## src/fexp_pkg.sv

```systemverilog
// Package for the single-precision exponential pipeline: constants, the per-beat
// context record and the unpack, align, normalize and round helpers.
// No dependencies; used by fexp_fma and fp32_exp_poly5_top.
package fexp_pkg;

  // Signed exponent wide enough for every intermediate lsb exponent.
  typedef logic signed [11:0] exp_t;

  localparam exp_t EXP_MIN_Q = -12'sd149;
  localparam exp_t EXP_BIAS  = 12'sd150;
  localparam exp_t EXP_INF   = 12'sd255;
  localparam exp_t SUM_SPAN  = 12'sd62;

  // Stage counts, used to size the context delay lines.
  localparam int FMA_LAT = 6;

  // Polynomial and reduction constants.
  localparam logic [31:0] K_L2E     = 32'h3FB8AA3B;
  localparam logic [31:0] K_NLN2_HI = 32'hBF317218;
  localparam logic [31:0] K_NLN2_LO = 32'h3102E308;
  localparam logic [31:0] K_ONE     = 32'h3F800000;
  localparam logic [31:0] K_P2      = 32'h3EFFFEFE;
  localparam logic [31:0] K_P3      = 32'h3E2AABD6;
  localparam logic [31:0] K_P4      = 32'h3D2B9509;
  localparam logic [31:0] K_P5      = 32'h3C0831F1;
  localparam logic [31:0] NEG_ZERO  = 32'h80000000;
  localparam logic [31:0] POS_ZERO  = 32'h00000000;
  localparam logic [31:0] POS_INF   = 32'h7F800000;
  localparam logic [31:0] QUIET_BIT = 32'h00400000;
  localparam logic [30:0] INF_MAG   = 31'h7F800000;
  localparam logic [30:0] LIMIT_MAG = 31'h43800000;

  // Side information that travels with each beat through the whole pipeline.
  typedef struct packed {
    logic               special;
    logic [31:0]        spec_y;
    logic [31:0]        x;
    logic [31:0]        k;
    logic signed [10:0] kint;
    logic [31:0]        r;
  } ctx_t;

  // Unpacked finite operand: value = m * 2^e.
  typedef struct packed {
    logic        sg;
    logic [23:0] m;
    exp_t        e;
  } unp_t;

  // Shifted significand with round information, ready for the final round.
  typedef struct packed {
    logic        sg;
    logic [23:0] m;
    logic        guard;
    logic        sticky;
    exp_t        q;
  } rnd_t;

  function automatic unp_t unpack(input logic [31:0] b);
    unp_t u;
    u.sg = b[31];
    if (b[30:23] == 8'd0) begin
      u.m = {1'b0, b[22:0]};
      u.e = EXP_MIN_Q;
    end else begin
      u.m = {1'b1, b[22:0]};
      u.e = exp_t'({4'b0, b[30:23]}) - EXP_BIAS;
    end
    return u;
  endfunction

  // Position of the highest set bit plus one; zero for a zero word.
  function automatic logic [6:0] bit_len64(input logic [63:0] v);
    logic [6:0] n;
    n = 7'd0;
    for (int i = 0; i < 64; i++) begin
      if (v[i]) n = 7'(i + 1);
    end
    return n;
  endfunction

  // Bring m * 2^e to lsb exponent lo (sh = e - lo), jamming lost bits into the lsb.
  function automatic logic [63:0] align_to(input logic [63:0] m, input exp_t sh);
    logic [127:0] big;
    exp_t         d;
    if (sh >= 0) return m << sh[5:0];
    d = -sh;
    if (d >= 12'sd64) return {63'b0, |m};
    big = {m, 64'b0} >> d[6:0];
    return big[127:64] | {63'b0, |big[63:0]};
  endfunction

  // Lsb exponent of the rounded result, clamped to the subnormal floor.
  function automatic exp_t norm_exp(input logic [63:0] mag, input exp_t ex);
    exp_t q;
    q = ex + exp_t'({5'b0, bit_len64(mag)}) - 12'sd24;
    if (q < EXP_MIN_Q) q = EXP_MIN_Q;
    return q;
  endfunction

  // Shift the magnitude to lsb exponent q and collect guard and sticky bits.
  function automatic rnd_t shift_to(input logic sg, input logic [63:0] mag,
                                    input exp_t ex, input exp_t q);
    rnd_t         r;
    exp_t         d;
    logic [4:0]   sl;
    logic [6:0]   dd;
    logic [127:0] big;
    r.sg = sg;
    r.q  = q;
    d    = q - ex;
    if (d < 0) begin
      sl       = 5'(-d);
      r.m      = 24'(mag << sl);
      r.guard  = 1'b0;
      r.sticky = 1'b0;
    end else begin
      dd       = (d > 12'sd64) ? 7'd64 : d[6:0];
      big      = {mag, 64'b0} >> dd;
      r.m      = big[87:64];
      r.guard  = big[63];
      r.sticky = |big[62:0];
    end
    return r;
  endfunction

  // Round to nearest even and pack, with overflow to infinity.
  function automatic logic [31:0] round_pack(input rnd_t r);
    logic [24:0] m;
    exp_t        q;
    exp_t        be;
    m = {1'b0, r.m} + {24'b0, r.guard & (r.sticky | r.m[0])};
    q = r.q;
    if (m[24]) begin
      m = 25'h0800000;
      q = q + 12'sd1;
    end
    if (m[23]) begin
      be = q + EXP_BIAS;
      if (be >= EXP_INF) return {r.sg, POS_INF[30:0]};
      return {r.sg, be[7:0], m[22:0]};
    end
    return {r.sg, 8'd0, m[22:0]};
  endfunction

endpackage

```

## src/fexp_fma.sv

```systemverilog
// Six-stage fused multiply-add for finite binary32 operands, rounded once to
// nearest even with subnormals kept. Depends on fexp_pkg.
module fexp_fma (
  input  logic            clk,
  input  logic            rst_n,
  input  logic            ce,
  input  logic            in_vld,
  input  fexp_pkg::ctx_t  in_ctx,
  input  logic [31:0]     a_bits,
  input  logic [31:0]     b_bits,
  input  logic [31:0]     c_bits,
  output logic            out_vld,
  output fexp_pkg::ctx_t  out_ctx,
  output logic [31:0]     y_bits
);

  logic [fexp_pkg::FMA_LAT-1:0] vld_r;
  fexp_pkg::ctx_t               ctx_r [fexp_pkg::FMA_LAT];

  // Valid bits and side context move together with the datapath.
  always_ff @(posedge clk) begin
    if (!rst_n) begin
      vld_r <= '0;
    end else if (ce) begin
      vld_r <= {vld_r[fexp_pkg::FMA_LAT-2:0], in_vld};
    end
  end

  always_ff @(posedge clk) begin
    if (ce) begin
      ctx_r[0] <= in_ctx;
      for (int i = 1; i < fexp_pkg::FMA_LAT; i++) ctx_r[i] <= ctx_r[i-1];
    end
  end

  // Stage 1: unpack and multiply the significands.
  fexp_pkg::unp_t ua, ub, uc;
  logic           s1_sp_r, s1_sc_r;
  logic [47:0]    s1_mp_r;
  logic [23:0]    s1_mc_r;
  fexp_pkg::exp_t s1_ep_r, s1_ec_r;
  logic [31:0]    s1_c_r;

  always_comb begin
    ua = fexp_pkg::unpack(a_bits);
    ub = fexp_pkg::unpack(b_bits);
    uc = fexp_pkg::unpack(c_bits);
  end

  always_ff @(posedge clk) begin
    if (ce) begin
      s1_sp_r <= ua.sg ^ ub.sg;
      s1_mp_r <= ua.m * ub.m;
      s1_ep_r <= ua.e + ub.e;
      s1_sc_r <= uc.sg;
      s1_mc_r <= uc.m;
      s1_ec_r <= uc.e;
      s1_c_r  <= c_bits;
    end
  end

  // Stage 2: zero cases and alignment of both terms to a common lsb.
  logic           s2_byp_nxt, s2_byp_r;
  logic [31:0]    s2_byp_y_nxt, s2_byp_y_r;
  logic [63:0]    s2_tp_nxt, s2_tc_nxt, s2_tp_r, s2_tc_r;
  fexp_pkg::exp_t s2_lo_nxt, s2_lo_r;
  logic           s2_sp_r, s2_sc_r;
  fexp_pkg::exp_t top_p, top_c, hi;

  always_comb begin
    top_p        = s1_ep_r + fexp_pkg::exp_t'({5'b0, fexp_pkg::bit_len64({16'b0, s1_mp_r})});
    top_c        = s1_ec_r + fexp_pkg::exp_t'({5'b0, fexp_pkg::bit_len64({40'b0, s1_mc_r})});
    hi           = (top_p > top_c) ? top_p : top_c;
    s2_byp_nxt   = 1'b0;
    s2_byp_y_nxt = fexp_pkg::POS_ZERO;
    s2_tp_nxt    = {16'b0, s1_mp_r};
    s2_tc_nxt    = '0;
    s2_lo_nxt    = s1_ep_r;
    if (s1_mp_r == 48'd0) begin
      s2_byp_nxt = 1'b1;
      if (s1_mc_r == 24'd0) begin
        s2_byp_y_nxt = (s1_sp_r && s1_sc_r) ? fexp_pkg::NEG_ZERO : fexp_pkg::POS_ZERO;
      end else begin
        s2_byp_y_nxt = s1_c_r;
      end
    end else if (s1_mc_r != 24'd0) begin
      s2_lo_nxt = hi - fexp_pkg::SUM_SPAN;
      s2_tp_nxt = fexp_pkg::align_to({16'b0, s1_mp_r}, s1_ep_r - s2_lo_nxt);
      s2_tc_nxt = fexp_pkg::align_to({40'b0, s1_mc_r}, s1_ec_r - s2_lo_nxt);
    end
  end

  always_ff @(posedge clk) begin
    if (ce) begin
      s2_byp_r   <= s2_byp_nxt;
      s2_byp_y_r <= s2_byp_y_nxt;
      s2_tp_r    <= s2_tp_nxt;
      s2_tc_r    <= s2_tc_nxt;
      s2_lo_r    <= s2_lo_nxt;
      s2_sp_r    <= s1_sp_r;
      s2_sc_r    <= s1_sc_r;
    end
  end

  // Stage 3: signed add; an exact cancellation gives positive zero.
  logic           s3_byp_nxt, s3_byp_r;
  logic [31:0]    s3_byp_y_nxt, s3_byp_y_r;
  logic [63:0]    s3_mag_nxt, s3_mag_r;
  logic           s3_sg_nxt, s3_sg_r;
  fexp_pkg::exp_t s3_ex_r;

  always_comb begin
    s3_byp_nxt   = s2_byp_r;
    s3_byp_y_nxt = s2_byp_y_r;
    s3_sg_nxt    = s2_sp_r;
    s3_mag_nxt   = s2_tp_r + s2_tc_r;
    if (s2_sp_r != s2_sc_r) begin
      if (s2_tp_r > s2_tc_r) begin
        s3_mag_nxt = s2_tp_r - s2_tc_r;
      end else if (s2_tc_r > s2_tp_r) begin
        s3_mag_nxt = s2_tc_r - s2_tp_r;
        s3_sg_nxt  = s2_sc_r;
      end else begin
        s3_mag_nxt = '0;
        if (!s2_byp_r) begin
          s3_byp_nxt   = 1'b1;
          s3_byp_y_nxt = fexp_pkg::POS_ZERO;
        end
      end
    end
  end

  always_ff @(posedge clk) begin
    if (ce) begin
      s3_byp_r   <= s3_byp_nxt;
      s3_byp_y_r <= s3_byp_y_nxt;
      s3_mag_r   <= s3_mag_nxt;
      s3_sg_r    <= s3_sg_nxt;
      s3_ex_r    <= s2_lo_r;
    end
  end

  // Stage 4: result lsb exponent from the leading one.
  logic           s4_byp_r, s4_sg_r;
  logic [31:0]    s4_byp_y_r;
  logic [63:0]    s4_mag_r;
  fexp_pkg::exp_t s4_ex_r, s4_q_r;

  always_ff @(posedge clk) begin
    if (ce) begin
      s4_byp_r   <= s3_byp_r;
      s4_byp_y_r <= s3_byp_y_r;
      s4_sg_r    <= s3_sg_r;
      s4_mag_r   <= s3_mag_r;
      s4_ex_r    <= s3_ex_r;
      s4_q_r     <= fexp_pkg::norm_exp(s3_mag_r, s3_ex_r);
    end
  end

  // Stage 5: shift to the result lsb.
  logic           s5_byp_r;
  logic [31:0]    s5_byp_y_r;
  fexp_pkg::rnd_t s5_rnd_r;

  always_ff @(posedge clk) begin
    if (ce) begin
      s5_byp_r   <= s4_byp_r;
      s5_byp_y_r <= s4_byp_y_r;
      s5_rnd_r   <= fexp_pkg::shift_to(s4_sg_r, s4_mag_r, s4_ex_r, s4_q_r);
    end
  end

  // Stage 6: round and pack.
  logic [31:0] s6_y_r;

  always_ff @(posedge clk) begin
    if (ce) begin
      s6_y_r <= s5_byp_r ? s5_byp_y_r : fexp_pkg::round_pack(s5_rnd_r);
    end
  end

  assign out_vld = vld_r[fexp_pkg::FMA_LAT-1];
  assign out_ctx = ctx_r[fexp_pkg::FMA_LAT-1];
  assign y_bits  = s6_y_r;

endmodule

```

## config.mk

```make
export PLATFORM = sky130hd
export DESIGN_NAME = fexp_fma
export DESIGN_NICKNAME = d
export VERILOG_FILES = /design/src/fexp_pkg.sv /design/src/fexp_fma.sv
export SDC_FILE = /design/constraint.sdc
export NUM_CORES = 2
export LEC_CHECK = 0
export BUFFER_PORTS_ARGS = -buffer_cell sky130_fd_sc_hd__buf_2
export CORE_MARGIN = 3
export CORE_UTILIZATION = 52
export CTS_CLUSTER_SIZE = 14
export DETAILED_ROUTE_END_ITERATION = 8
export PLACE_DENSITY = 0.69
export SLEW_MARGIN = 15
export SYNTH_ARGS = -nofsm -noshare
export SYNTH_HDL_FRONTEND = slang
export SYNTH_SLANG_ARGS = --single-unit
export TNS_END_PERCENT = 1
```

## constraint.sdc

```tcl
create_clock -name clk -period 19 [get_ports clk]
set_input_delay 1.9 -clock clk [delete_from_list [all_inputs] [get_ports clk]]
set_output_delay 1.9 -clock clk [all_outputs]
set_load 0.03 [all_outputs]
```

==> qor.csv <==
metric,value,unit
"area leader, netlist",edfxtp_1,
nets,10570,
core area,0.1866,mm²
Synth warnings,0,
failing checks,DRC,
HP Class,reg2reg,
Area contributors post-synth,"edfxtp_1 44%, fa_1 10%, ha_1 5.8%",
Port Buf Inserts,412,
die width,440.7,µm
DR pass1 iterations,9,
fin. max-slew vios,0,
"count leader, synth",edfxtp_1,
vias in the first global route,71800,
final setup vio count,0,
Synth Cell Area,0.09825,mm²
Rows,158,
final worst setup slack,5.792,ns
Yosys top cell area share,44.44,%
dominant synthesized flop cell,edfxtp_1,
Relative slew margins,19.59,%
max cap viols,0,
final hold vios,0,
crit path time final,13.21,ns
gr ovfl total,0,
Die Y,440.7,µm
Critical Setup Path Class,reg2reg,
Detailed Place HPWL,224900,µm
CTS sink cnt,1460,
drt drc,2,
Worst Path Required,19.52,ns
via count,73198,
"slowest stage delay, CP",0.70,ns
Max Clock Freq,0.07571,GHz
synthesized flop and latch total,1460,
Initial Util,52.64,%
clk_lat worst skew,0.85,ns
Arrival @ worst endpoint,13.73,ns
CTS Buf Count,155,
Placement Setup Slack,5.967,ns
asr flop ratio synth,0,%
Clk Tree Root Cell,clkbuf_16,
Die Footprint,0.1942,mm²
Critical Path Start Type,register,
drt total wl,296500,µm
Reg area,0.04378,mm²
sequential fraction of the synthesis area,44.56,%
Area Growth Syn to Fin,9.851,%
Crit. End Element,register,
# resized after CTS,0,
status,"complete, but fails checks",
Vias/cell,6.101,
"CTS clk-pin slew, worst paths",0.06,ns
worst-path fanout max,59,
Mean Syn Cell Area,10.64,µm²
H-tree levels,4,
Cell variety after synth,97,
Slew @ Worst Pin,1.204,ns
syn nets,10418,
Multi-input gate area,0.04974,mm²
DR WL/cell,24.71,µm
first-pass GRT wire length,445200,µm
Global Route Usage Sum,30.20,%
CTS tree,done,
part of the cycle the worst path needs,69.51,%
Antenna Nets Post-Route,0,
initial antenna violation count,15,
"top cells by count, synth","1454 x edfxtp_1, 931 x nand2_1, 806 x inv_1, 694 x nor2_1, 579 x a21oi_1",
initial drt markers,7206,
hold buffers post-CTS,0,
Fill cells,15656,
Crit path top cell by count,nor3_1,
cell count after synthesis,9232,
number of synthesized flops with an enable pin,1454,
slowest CP cell,buf_4,
num ports,413,
setup TNS,0,ns
RSZ-0062 raised after global routing,false,
GP Congestion,0.9894,
largest net degree at the start of global routing,183,
Max Buffers Root-to-Sink,3,
layout cells sized above 1,10.36,%
clk_skew,0.07860,ns
number of setup buffers added after CTS,0,
==> flip-flops by register name (all words and copies together) (netlist names), 12 cells and up <==
register,count
s2_lo_r,12
s1_ep_r,12
s5_rnd_r,39
s5_byp_y_r,32
s3_ex_r,12
s1_mc_r,24
s4_q_r,12
s3_byp_y_r,32
s3_mag_r,64
s4_mag_r,64
s4_byp_y_r,32
s1_mp_r,48
s2_tc_r,64
y_bits,32
s2_tp_r,64
ctx_r,840
s4_ex_r,12
s2_byp_y_r,32
==> layer usage <==
| metal | share of wire (%) | vias to the layer above | GRT usage [%] |
|---|---|---|---|
| met5 | 0.014 | - | 0 |
| met4 | 5.8 | 6 | 15.44 |
| met3 | 6.8 | 697 | 4.650 |
| met2 | 48 | 3210 | 49.43 |
| met1 | 39 | 35868 | 39.05 |
| li1 | - | 33417 | - |
==> worst max-delay path: cells and delay by family, from the launching register on <==
kind	cells	cell delay [ns]
compound gates	22	4.78
xor+xnor	1	0.26
fa+ha+maj	5	1.73
buf+inv	6	1.61
flops	1	0.51
mux	3	1.14
simple gates	11	2.72
==> cell type report <==
| cell class | instances | share of cell area, % |
|---|---|---|
| multi-input combinational | 6433 | 46.09 |
| sequential | 1460 | 40.57 |
| clock buffer | 183 | 3.720 |
| tap | 2480 | 2.875 |
| inverter | 812 | 2.824 |
| timing repair buffer | 522 | 2.724 |
| clock inverter | 98 | 1.178 |
| antenna | 10 | 0.02319 |
==> path summary, 6_finish.rpt <==
check | start | endpoint | slack (ns) | cells past startpoint
max | s1_mp_r[5]$_DFFE_PP_ | s2_tp_r[0]$_DFFE_PP_ | 5.79 | 48
min | s3_byp_r$_DFFE_PP_ | s4_byp_r$_DFFE_PP_ | 0.37 | 0
max reg2reg | s1_mp_r[5]$_DFFE_PP_ | s2_tp_r[0]$_DFFE_PP_ | 5.79 | 48
min reg2reg | s3_byp_r$_DFFE_PP_ | s4_byp_r$_DFFE_PP_ | 0.37 | 0
==> cells by family after synthesis <==
kind of cell | count (synthesis) | share of synthesized area, %
AOI/OAI and AO/OA | 2073 | 13.75
DFF | 1460 | 44.56
buffers and inverters | 1339 | 5.163
adders and majority gates | 947 | 15.82
xor gates and xnor gates | 246 | 2.257
muxes | 475 | 5.728
and+or+nand+nor | 2692 | 12.72
==> layout by cell type (no fill, tap or decap), types with 68 or more instances in the layout <==
cell type	n
xor2_1	71
ha_1	450
and2_1	271
nor3_1	162
nand2_1	931
inv_1	806
a31oi_1	71
fa_1	490
buf_4	107
nand3_1	175
a21oi_1	576
mux2i_1	335
o22ai_1	84
a211oi_1	79
nor4_1	68
buf_2	411
a21o_1	90
clkbuf_16	156
nor2b_1	84
o21bai_1	110
mux2_2	78
edfxtp_1	1454
xnor2_1	147
o21ai_0	435
o211ai_1	76
nor2_1	690
==> stage by stage <==
stage	hold WS [ns]	instances	util (%)	instance area [µm²]
final	0.3694	11998	57.83	107900
after global routing	0.3898	11992	57.82	107900
after CTS	0.3582	11988	57.82	107900
after detailed placement	0.4045	11707	54.98	102600
after global placement	0.4002	11707	54.98	102600
after floorplan	0.4003	9232	-	98250
Power is not shown: default switching activity piles up to over one toggle a cycle in this logic, so the estimate is an artifact.
